File: config.mk
export PLATFORM = sky130hd
export DESIGN_NAME = ldcm_ctrl
export DESIGN_NICKNAME = d
export VERILOG_FILES = /design/src/hdl/ldcm_pkg.sv /design/src/hdl/ldcm_ctrl.sv
export SDC_FILE = /design/constraint.sdc
export NUM_CORES = 1
export LEC_CHECK = 0
export BUFFER_PORTS_ARGS = -buffer_cell sky130_fd_sc_hd__buf_2
export CORE_ASPECT_RATIO = 1.2
export CORE_MARGIN = 2
export CORE_UTILIZATION = 57
export CTS_BUF_LIST = sky130_fd_sc_hd__clkbuf_8
export CTS_CLUSTER_DIAMETER = 100
export DETAILED_ROUTE_END_ITERATION = 8
export GPL_TIMING_DRIVEN = 1
export HOLD_SLACK_MARGIN = 0.03
export PLACE_DENSITY = 0.95
export SYNTH_ARGS = -nofsm -noshare
export SYNTH_HDL_FRONTEND = slang
export SYNTH_SLANG_ARGS = --single-unit
File: constraint.sdc
create_clock -name clk -period 4.1 [get_ports clk]
set_clock_uncertainty 0.2 [all_clocks]
set_input_delay 0.205 -clock clk [delete_from_list [all_inputs] [get_ports clk]]
set_output_delay 0.205 -clock clk [all_outputs]
set_load 0.005 [all_outputs]
File: src/hdl/ldcm_pkg.sv
// ----------------------------------------------------------------------------
// ldcm_pkg
// Shared constants, codes and controller/datapath interface types for the
// link deframer with CAN mailbox store.
// ----------------------------------------------------------------------------
package ldcm_pkg;

  localparam int MAILBOXES        = 64;
  localparam int MAX_PACKET_BYTES = 1024;

  localparam int BOX_AW = (MAILBOXES > 1) ? $clog2(MAILBOXES) : 1;
  localparam int CNT_W  = $clog2(MAILBOXES + 1);
  localparam int PKT_AW = $clog2(MAX_PACKET_BYTES);
  localparam int FILL_W = $clog2(MAX_PACKET_BYTES + 1);
  // mailbox word: {status[1:0], dlc[3:0], payload[63:0]}
  localparam int BOX_DW = 70;

  localparam logic [7:0] HDR_BYTE = 8'h24;
  localparam logic [7:0] FTR_BYTE = 8'h25;
  localparam logic [7:0] TYPE_CAN = 8'h00;

  // byte offsets inside one 12-byte CAN record
  localparam logic [3:0] REC_BYTES = 4'd12;
  localparam logic [3:0] K_ID_LO   = 4'd1;
  localparam logic [3:0] K_ID_HI   = 4'd2;
  localparam logic [3:0] K_DLC     = 4'd3;
  localparam logic [3:0] K_DATA0   = 4'd4;
  localparam logic [3:0] K_LAST    = 4'd11;
  localparam logic [3:0] DLC_MAX   = 4'd8;

  localparam logic [1:0] ST_NONE = 2'd0;
  localparam logic [1:0] ST_NEW  = 2'd1;
  localparam logic [1:0] ST_OVER = 2'd2;

  typedef enum logic [1:0] {
    OP_LINK = 2'd0,
    OP_REG  = 2'd1,
    OP_READ = 2'd2,
    OP_NONE = 2'd3
  } op_t;

  typedef enum logic [3:0] {
    EV_BUSY     = 4'd0,
    EV_APPLIED  = 4'd1,
    EV_MISMATCH = 4'd2,
    EV_SKIP     = 4'd3,
    EV_PARTIAL  = 4'd4,
    EV_ADDED    = 4'd5,
    EV_FULL     = 4'd6,
    EV_DUP      = 4'd7,
    EV_READ     = 4'd8,
    EV_UNKNOWN  = 4'd9
  } ev_t;

  typedef enum logic [1:0] {
    PH_HEAD = 2'd0,
    PH_BODY = 2'd1,
    PH_DROP = 2'd2
  } phase_t;

  typedef struct packed {
    logic accept;
    logic link_step;
    logic rec_k_clr;
    logic rec_k_inc;
    logic rec_capture;
    logic rec_next;
    logic scan_start;
    logic scan_inc;
    logic box_add;
    logic box_wr_rec;
    logic box_wr_read;
    logic set_ev;
    ev_t  ev_code;
    logic load_out;
  } ctl_cmd_t;

  typedef struct packed {
    op_t  op;
    logic rec_more;
    logic rec_k_last;
    logic rec_id_bad;
    logic scan_end;
    logic scan_hit;
    logic box_full;
    logic out_free;
  } dp_stat_t;

endpackage

File: src/hdl/ldcm_ctrl.sv
// ----------------------------------------------------------------------------
// ldcm_ctrl
// Sequencer: request intake, record walk, mailbox scan and result hand-off.
// ----------------------------------------------------------------------------
module ldcm_ctrl (
  input  logic               clk,
  input  logic               rst_n,
  input  logic               in_valid,
  output logic               in_ready,
  input  ldcm_pkg::dp_stat_t stat,
  output ldcm_pkg::ctl_cmd_t cmd
);
  import ldcm_pkg::*;

  typedef enum logic [11:0] {
    S_IDLE     = 12'b000000000001,
    S_DISPATCH = 12'b000000000010,
    S_REC_CHK  = 12'b000000000100,
    S_REC_ADDR = 12'b000000001000,
    S_REC_DATA = 12'b000000010000,
    S_REC_ID   = 12'b000000100000,
    S_SCAN_ADR = 12'b000001000000,
    S_SCAN_CMP = 12'b000010000000,
    S_BOX_RD   = 12'b000100000000,
    S_BOX_WR   = 12'b001000000000,
    S_REC_NEXT = 12'b010000000000,
    S_FINISH   = 12'b100000000000
  } state_t;

  state_t state_r, state_nxt;

  assign in_ready = (state_r == S_IDLE);

  always_comb begin
    state_nxt = state_r;
    cmd       = '0;
    cmd.ev_code = EV_BUSY;
    unique case (state_r)
      S_IDLE: begin
        if (in_valid) begin
          cmd.accept = 1'b1;
          state_nxt  = S_DISPATCH;
        end
      end
      S_DISPATCH: begin
        unique case (stat.op)
          OP_LINK: begin
            cmd.link_step = 1'b1;
            state_nxt     = S_REC_CHK;
          end
          OP_REG: begin
            if (stat.box_full) begin
              cmd.set_ev  = 1'b1;
              cmd.ev_code = EV_FULL;
              state_nxt   = S_FINISH;
            end else begin
              cmd.scan_start = 1'b1;
              state_nxt      = S_SCAN_ADR;
            end
          end
          OP_READ: begin
            cmd.scan_start = 1'b1;
            state_nxt      = S_SCAN_ADR;
          end
          default: begin
            cmd.set_ev  = 1'b1;
            cmd.ev_code = EV_UNKNOWN;
            state_nxt   = S_FINISH;
          end
        endcase
      end
      S_REC_CHK: begin
        if (stat.rec_more) begin
          cmd.rec_k_clr = 1'b1;
          state_nxt     = S_REC_ADDR;
        end else begin
          state_nxt = S_FINISH;
        end
      end
      S_REC_ADDR: state_nxt = S_REC_DATA;
      S_REC_DATA: begin
        cmd.rec_capture = 1'b1;
        if (stat.rec_k_last) begin
          state_nxt = S_REC_ID;
        end else begin
          cmd.rec_k_inc = 1'b1;
          state_nxt     = S_REC_ADDR;
        end
      end
      S_REC_ID: begin
        if (stat.rec_id_bad) begin
          state_nxt = S_REC_NEXT;
        end else begin
          cmd.scan_start = 1'b1;
          state_nxt      = S_SCAN_ADR;
        end
      end
      S_SCAN_ADR: begin
        if (stat.scan_end) begin
          // no mailbox with this id
          unique case (stat.op)
            OP_LINK: state_nxt = S_REC_NEXT;
            OP_REG: begin
              cmd.box_add = 1'b1;
              cmd.set_ev  = 1'b1;
              cmd.ev_code = EV_ADDED;
              state_nxt   = S_FINISH;
            end
            default: begin
              cmd.set_ev  = 1'b1;
              cmd.ev_code = EV_UNKNOWN;
              state_nxt   = S_FINISH;
            end
          endcase
        end else begin
          state_nxt = S_SCAN_CMP;
        end
      end
      S_SCAN_CMP: begin
        if (stat.scan_hit) begin
          if (stat.op == OP_REG) begin
            cmd.set_ev  = 1'b1;
            cmd.ev_code = EV_DUP;
            state_nxt   = S_FINISH;
          end else begin
            state_nxt = S_BOX_RD;
          end
        end else begin
          cmd.scan_inc = 1'b1;
          state_nxt    = S_SCAN_ADR;
        end
      end
      S_BOX_RD: state_nxt = S_BOX_WR;
      S_BOX_WR: begin
        if (stat.op == OP_LINK) begin
          cmd.box_wr_rec = 1'b1;
          state_nxt      = S_REC_NEXT;
        end else begin
          cmd.box_wr_read = 1'b1;
          cmd.set_ev      = 1'b1;
          cmd.ev_code     = EV_READ;
          state_nxt       = S_FINISH;
        end
      end
      S_REC_NEXT: begin
        cmd.rec_next = 1'b1;
        state_nxt    = S_REC_CHK;
      end
      S_FINISH: begin
        if (stat.out_free) begin
          cmd.load_out = 1'b1;
          state_nxt    = S_IDLE;
        end
      end
      default: state_nxt = S_IDLE;
    endcase
  end

  always_ff @(posedge clk) begin
    if (!rst_n) begin
      state_r <= S_IDLE;
    end else begin
      state_r <= state_nxt;
    end
  end

endmodule

After elaboration in Yosys (flattened, before gate mapping)
Index checks and enable logic that the tools add are counted.
{ "word_totals": {"ff_bits": 12, "inputBits": 12} }
{ "classes": {"reduce_logical": 3, "n_eq_ne": 16, "mux": 41} }
{ "ops": {"columns": ["cell", "n"], "rows": [
  ["case mux 12 bit (12 select lines)", 1],
  ["2-to-1 mux 12 bit", 8],
  ["case mux 12 bit (3 select lines)", 1],
  ["2-to-1 mux 5 bit", 4],
  ["case mux 5 bit (2 select lines)", 2],
  ["case mux 5 bit (4 select lines)", 1],
  ["2-to-1 mux 1 bit", 17],
  ["== test 12 x 1 -> 1 bit, second input constant", 1],
  ["== test 12 x 10 -> 1 bit, second input constant", 1],
  ["== test 12 x 11 -> 1 bit, second input constant", 1],
  ["== test 12 bit, second input constant", 1],
  ["== test 12 x 2 -> 1 bit, second input constant", 1],
  ["== test 12 x 3 -> 1 bit, second input constant", 1],
  ["== test 12 x 4 -> 1 bit, second input constant", 1],
  ["== test 12 x 5 -> 1 bit, second input constant", 1],
  ["== test 12 x 6 -> 1 bit, second input constant", 1],
  ["== test 12 x 7 -> 1 bit, second input constant", 1],
  ["== test 12 x 8 -> 1 bit, second input constant", 1],
  ["== test 12 x 9 -> 1 bit, second input constant", 1],
  ["2-to-1 mux 6 bit", 2],
  ["2-to-1 mux 11 bit", 1],
  ["2-to-1 mux 2 bit", 2],
  ["inequality test 2 bit, second input constant", 2],
  ["case mux 1 bit (2 select lines)", 2],
  ["5 further kinds", 5]
]} }

Logic depth before layout (Yosys ltp)
{ "depth": {"ltp_word": 4, "depth_mapped": 6, "mapped_depth_nobuf": 6} }

Worst setup path before layout
No wires, ideal clock.
{ "synth_path": {"kind": "register to output", "from": "register state_r[8]", "to": "output cmd[2] in the netlist's numbering", "path_buffers": 0, "slack_ps": 2162, "required_time_ps": 3695, "arrival_time_ps": 1533, "path_stages_with_launch": 5, "path_cell_list": "dfxtp_1 nor4_4 nand3_4 or3_4 a21oi_1"} }
{ "synth_rtl": {"columns": ["item", "line", "text"], "rows": [
  ["start, declared", "ldcm_ctrl.sv:30", "state_t state_r, state_nxt;"],
  ["start signal, assigned", "ldcm_ctrl.sv:163", "state_r <= state_nxt;"],
  ["end, declared", "ldcm_ctrl.sv:11", "output ldcm_pkg::ctl_cmd_t cmd"]
]} }

==> impl_metrics.py <==
metrics = {
    "setup_path": {
        "cp_max_fo": 13,
        "cp-start-kind": "register",
        "criticalPathCategory": "reg -> out",
        "required_ns": 3.69,
        "arrival_ns": 2.07,
        "crit_path_end_kind": "primary output",
    },
    "cells_and_area": {
        "largest_reg_flops": 12,
        "utilization": 0.7440,
        "top_register": "state_r",
        "antenna_cells": 0,
        "finalNetCount": 172,
        "multi_input_area_um2": 755.7,
        "synthToLayoutAreaGrowth_pct": 19.76,
        "fillCellCount": 134,
        "layout-drive-gt1-share": 0.2987,
        "seq_area_um2": 240.2,
        "top_regs": "state_r x12",
    },
    "floorplanning": {
        "die_y_um": 50.90,
        "die_x_um": 43.08,
        "floorplan.rows": 16,
        "core_mm2": 0.001682,
        "pin_count": 30,
        "die_area_mm2": 0.002193,
        "start_util": 0.6213,
    },
    "sta": {
        "setup_violations": 0,
        "holdWs_ns": 0.03580,
        "drv_slew": 0,
        "relSlewSlack": 0.4917,
        "min_period_over_period": 0.6045,
        "rsz0062_at_grt": "false",
        "clock.fmax_mhz": 403.5,
        "worstMarginPinSlew_ns": 0.7562,
        "period_minus_slack_ns": 2.478,
        "finalHoldViolations": 0,
        "fin_tns_setup_ns": 0,
    },
    "synthesis": {
        "ys_warn_count": 0,
        "synth_area_per_cell_um2": 8.425,
        "synth_fp_nets": 140,
        "ys_ff_latch": 12,
        "synth-edff-count": 0,
        "synth_area_mm2": 0.001045,
        "synth_top_area_frac": 0.2299,
        "synth_area_leaders": "dfxtp_1 (23%), ha_1 (4.8%), nor4_4 (4.1%)",
        "seq_area_frac_synth": 0.2299,
        "ys_types": 48,
        "synth_ff_type": "dfxtp_1",
        "async_reset_ff_frac": 0,
        "syn_inst": 124,
        "yosys.area.top_type": "dfxtp_1",
    },
    "grt": {
        "use_met2": 0.4975,
        "first_global_vias": 1119,
        "globalRouteOverflowTotal": 0,
        "grt_pass1_wl_um": 4830,
        "grt_util_met3": 0.03180,
        "antenna_found_initial": 0,
        "grt_busiest_layer": "met2",
        "grt_max_degree": 14,
        "grt_use_total": 0.2905,
        "met1_usage": 0.3197,
    },
    "detailed_routing": {
        "wire_per_inst_um": 16.20,
        "drt_pass1_iterations": 5,
        "drt_wl_total_um": 2786,
        "final_antenna_net_count": 0,
        "drt_iter0_drc": 39,
        "via_per_inst": 6.529,
        "vias": 1123,
        "drc": 0,
    },
    "run_status": {
        "run_status": "finished clean",
    },
    "power": {
        "fin_total_pwr_uw": 285.8,
        "peakVddDrop_v": 0.0001153,
        "power.density_mw_per_mm2": 228.4,
        "power_leakage_uw": 0.0005584,
    },
    "cts": {
        "root_buffer": "clkbuf_8",
        "cts.reportedPaths.clkPinSlew_ns": 0.05,
        "cts_resized": 0,
        "cts_made_buffers": 3,
        "worst_skew_pair.late_latency_ns": 0.24,
        "ctsHtreeMaxLevel": 1,
        "post_cts_buffers": 0,
        "cts_tree": "yes",
        "clk_path_buf_depth": 2,
        "cts.sinks": 12,
    },
    "place": {
        "gp_congestion": 0.8145,
        "portBuffers": 29,
        "dp_hpwl_um": 2071,
    },
    "worst_hold_path": {
        "hold_class": "in -> reg",
    },
    "run": {
        "maxCapViolCount": 0,
    },
}
-- cell families after synthesis --
| kind of cell | Yosys count | share of synthesized area |
|---|---|---|
| buf+inv | 11 | 0.04671 |
| xor+xnor | 2 | 0.01677 |
| compound gates | 26 | 0.1701 |
| fa+ha+maj | 4 | 0.04791 |
| simple gates | 68 | 0.4790 |
| flops | 12 | 0.2299 |
| mux | 1 | 0.009581 |
-- per-layer routing --
layer  vias up  share of wire
met5         -              0
met4         0          0.048
met3        15          0.053
met2        60           0.50
met1       513           0.40
li1        535              -
-- cells in the final DEF, fill, tap and decap left out, types with 2 or more instances in the layout --
cell type,netlist,routed
a21oi_1,5,5
and2_1,3,3
and3_1,4,4
and3_2,2,2
buf_2,0,29
clkbuf_8,0,3
dfxtp_1,12,12
dlygate4sd3_1,0,2
ha_1,4,4
inv_1,7,7
nand2_1,6,6
nand2b_1,2,2
nand3_1,2,2
nand3b_1,2,2
nand4_1,3,3
nor2_1,7,7
nor2b_1,5,5
nor3_1,5,5
nor3b_2,2,2
nor4_1,2,2
nor4_4,2,2
nor4b_1,4,4
nor4b_2,2,2
o2111ai_1,2,2
o21a_1,4,4
o21ai_0,4,4
o21ai_1,2,2
o22ai_1,3,3
or4_1,3,3
xor2_1,2,2
-- cells in the mapped netlist, types with 2 or more instances --
cell type	n
nand3_1	2
nor4_4	2
nor3_1	5
inv_1	7
nand2b_1	2
or4_1	3
and3_2	2
a21oi_1	5
and2_1	3
and3_1	4
nor4b_2	2
nor4_1	2
dfxtp_1	12
o21ai_0	4
nor2_1	7
o21a_1	4
o21ai_1	2
xor2_1	2
nand3b_1	2
nand2_1	6
o2111ai_1	2
nor4b_1	4
o22ai_1	3
nor2b_1	5
nor3b_2	2
ha_1	4
clkbuf_1	3
nand4_1	3
-- metrics by stage --
| stage | area, um2 | cells | worst slack [ns] |
|---|---|---|---|
| 2_1_floorplan | 1045 | 124 | 2.162 |
| 3_3_place_gp | 1190 | 167 | 1.976 |
| 3_5_place_dp | 1190 | 167 | 1.912 |
| 4_1_cts | 1251 | 172 | 1.646 |
| 5_1_grt | 1251 | 172 | 1.459 |
| 6_report | 1251 | 172 | 1.622 |
-- timing repair --
| item | CTS | global route |
|---|---|---|
| hold buffers | 2 | 0 |
| setup endpoints to repair | 0 | 0 |
| endpoints found under the hold margin | 2 | 0 |
-- final timing paths --
| check | slack [ns] | cells after the start | end | from |
|---|---|---|---|---|
| setup reg to reg | 2.03 | 4 | state_r[11] | state_r[6] |
| hold reg to reg | 0.46 | 2 | state_r[7] | state_r[6] |
| setup / recovery | 1.62 | 4 | cmd[5] | state_r[6] |
| hold / removal | 0.04 | 2 | state_r[5] | stat[5] |
-- cell type report --
type | count | share of cell area
Timing Repair Buffer | 31 | 0.1320
Clock buffer | 3 | 0.03300
Multi-Input combinational cell | 101 | 0.6040
Inverter | 7 | 0.02100
Tap cell | 18 | 0.01800
Sequential cell | 12 | 0.1920
-- worst max-delay path, stage by stage, from the launching register on --
cell and delay, ns:
dfxtp_1 0.45, nor4_2 0.70, nand2_2 0.16, o311ai_2 0.34
buf_2 0.18
-- power breakdown --
group	internal, uW	leakage [uW]	switching (uW)
combinational	24.9	0.000440	30.4
sequential	119	0.0000971	5.09
clock	64.6	0.0000216	41.5
Power figures use the tool's default switching activity.
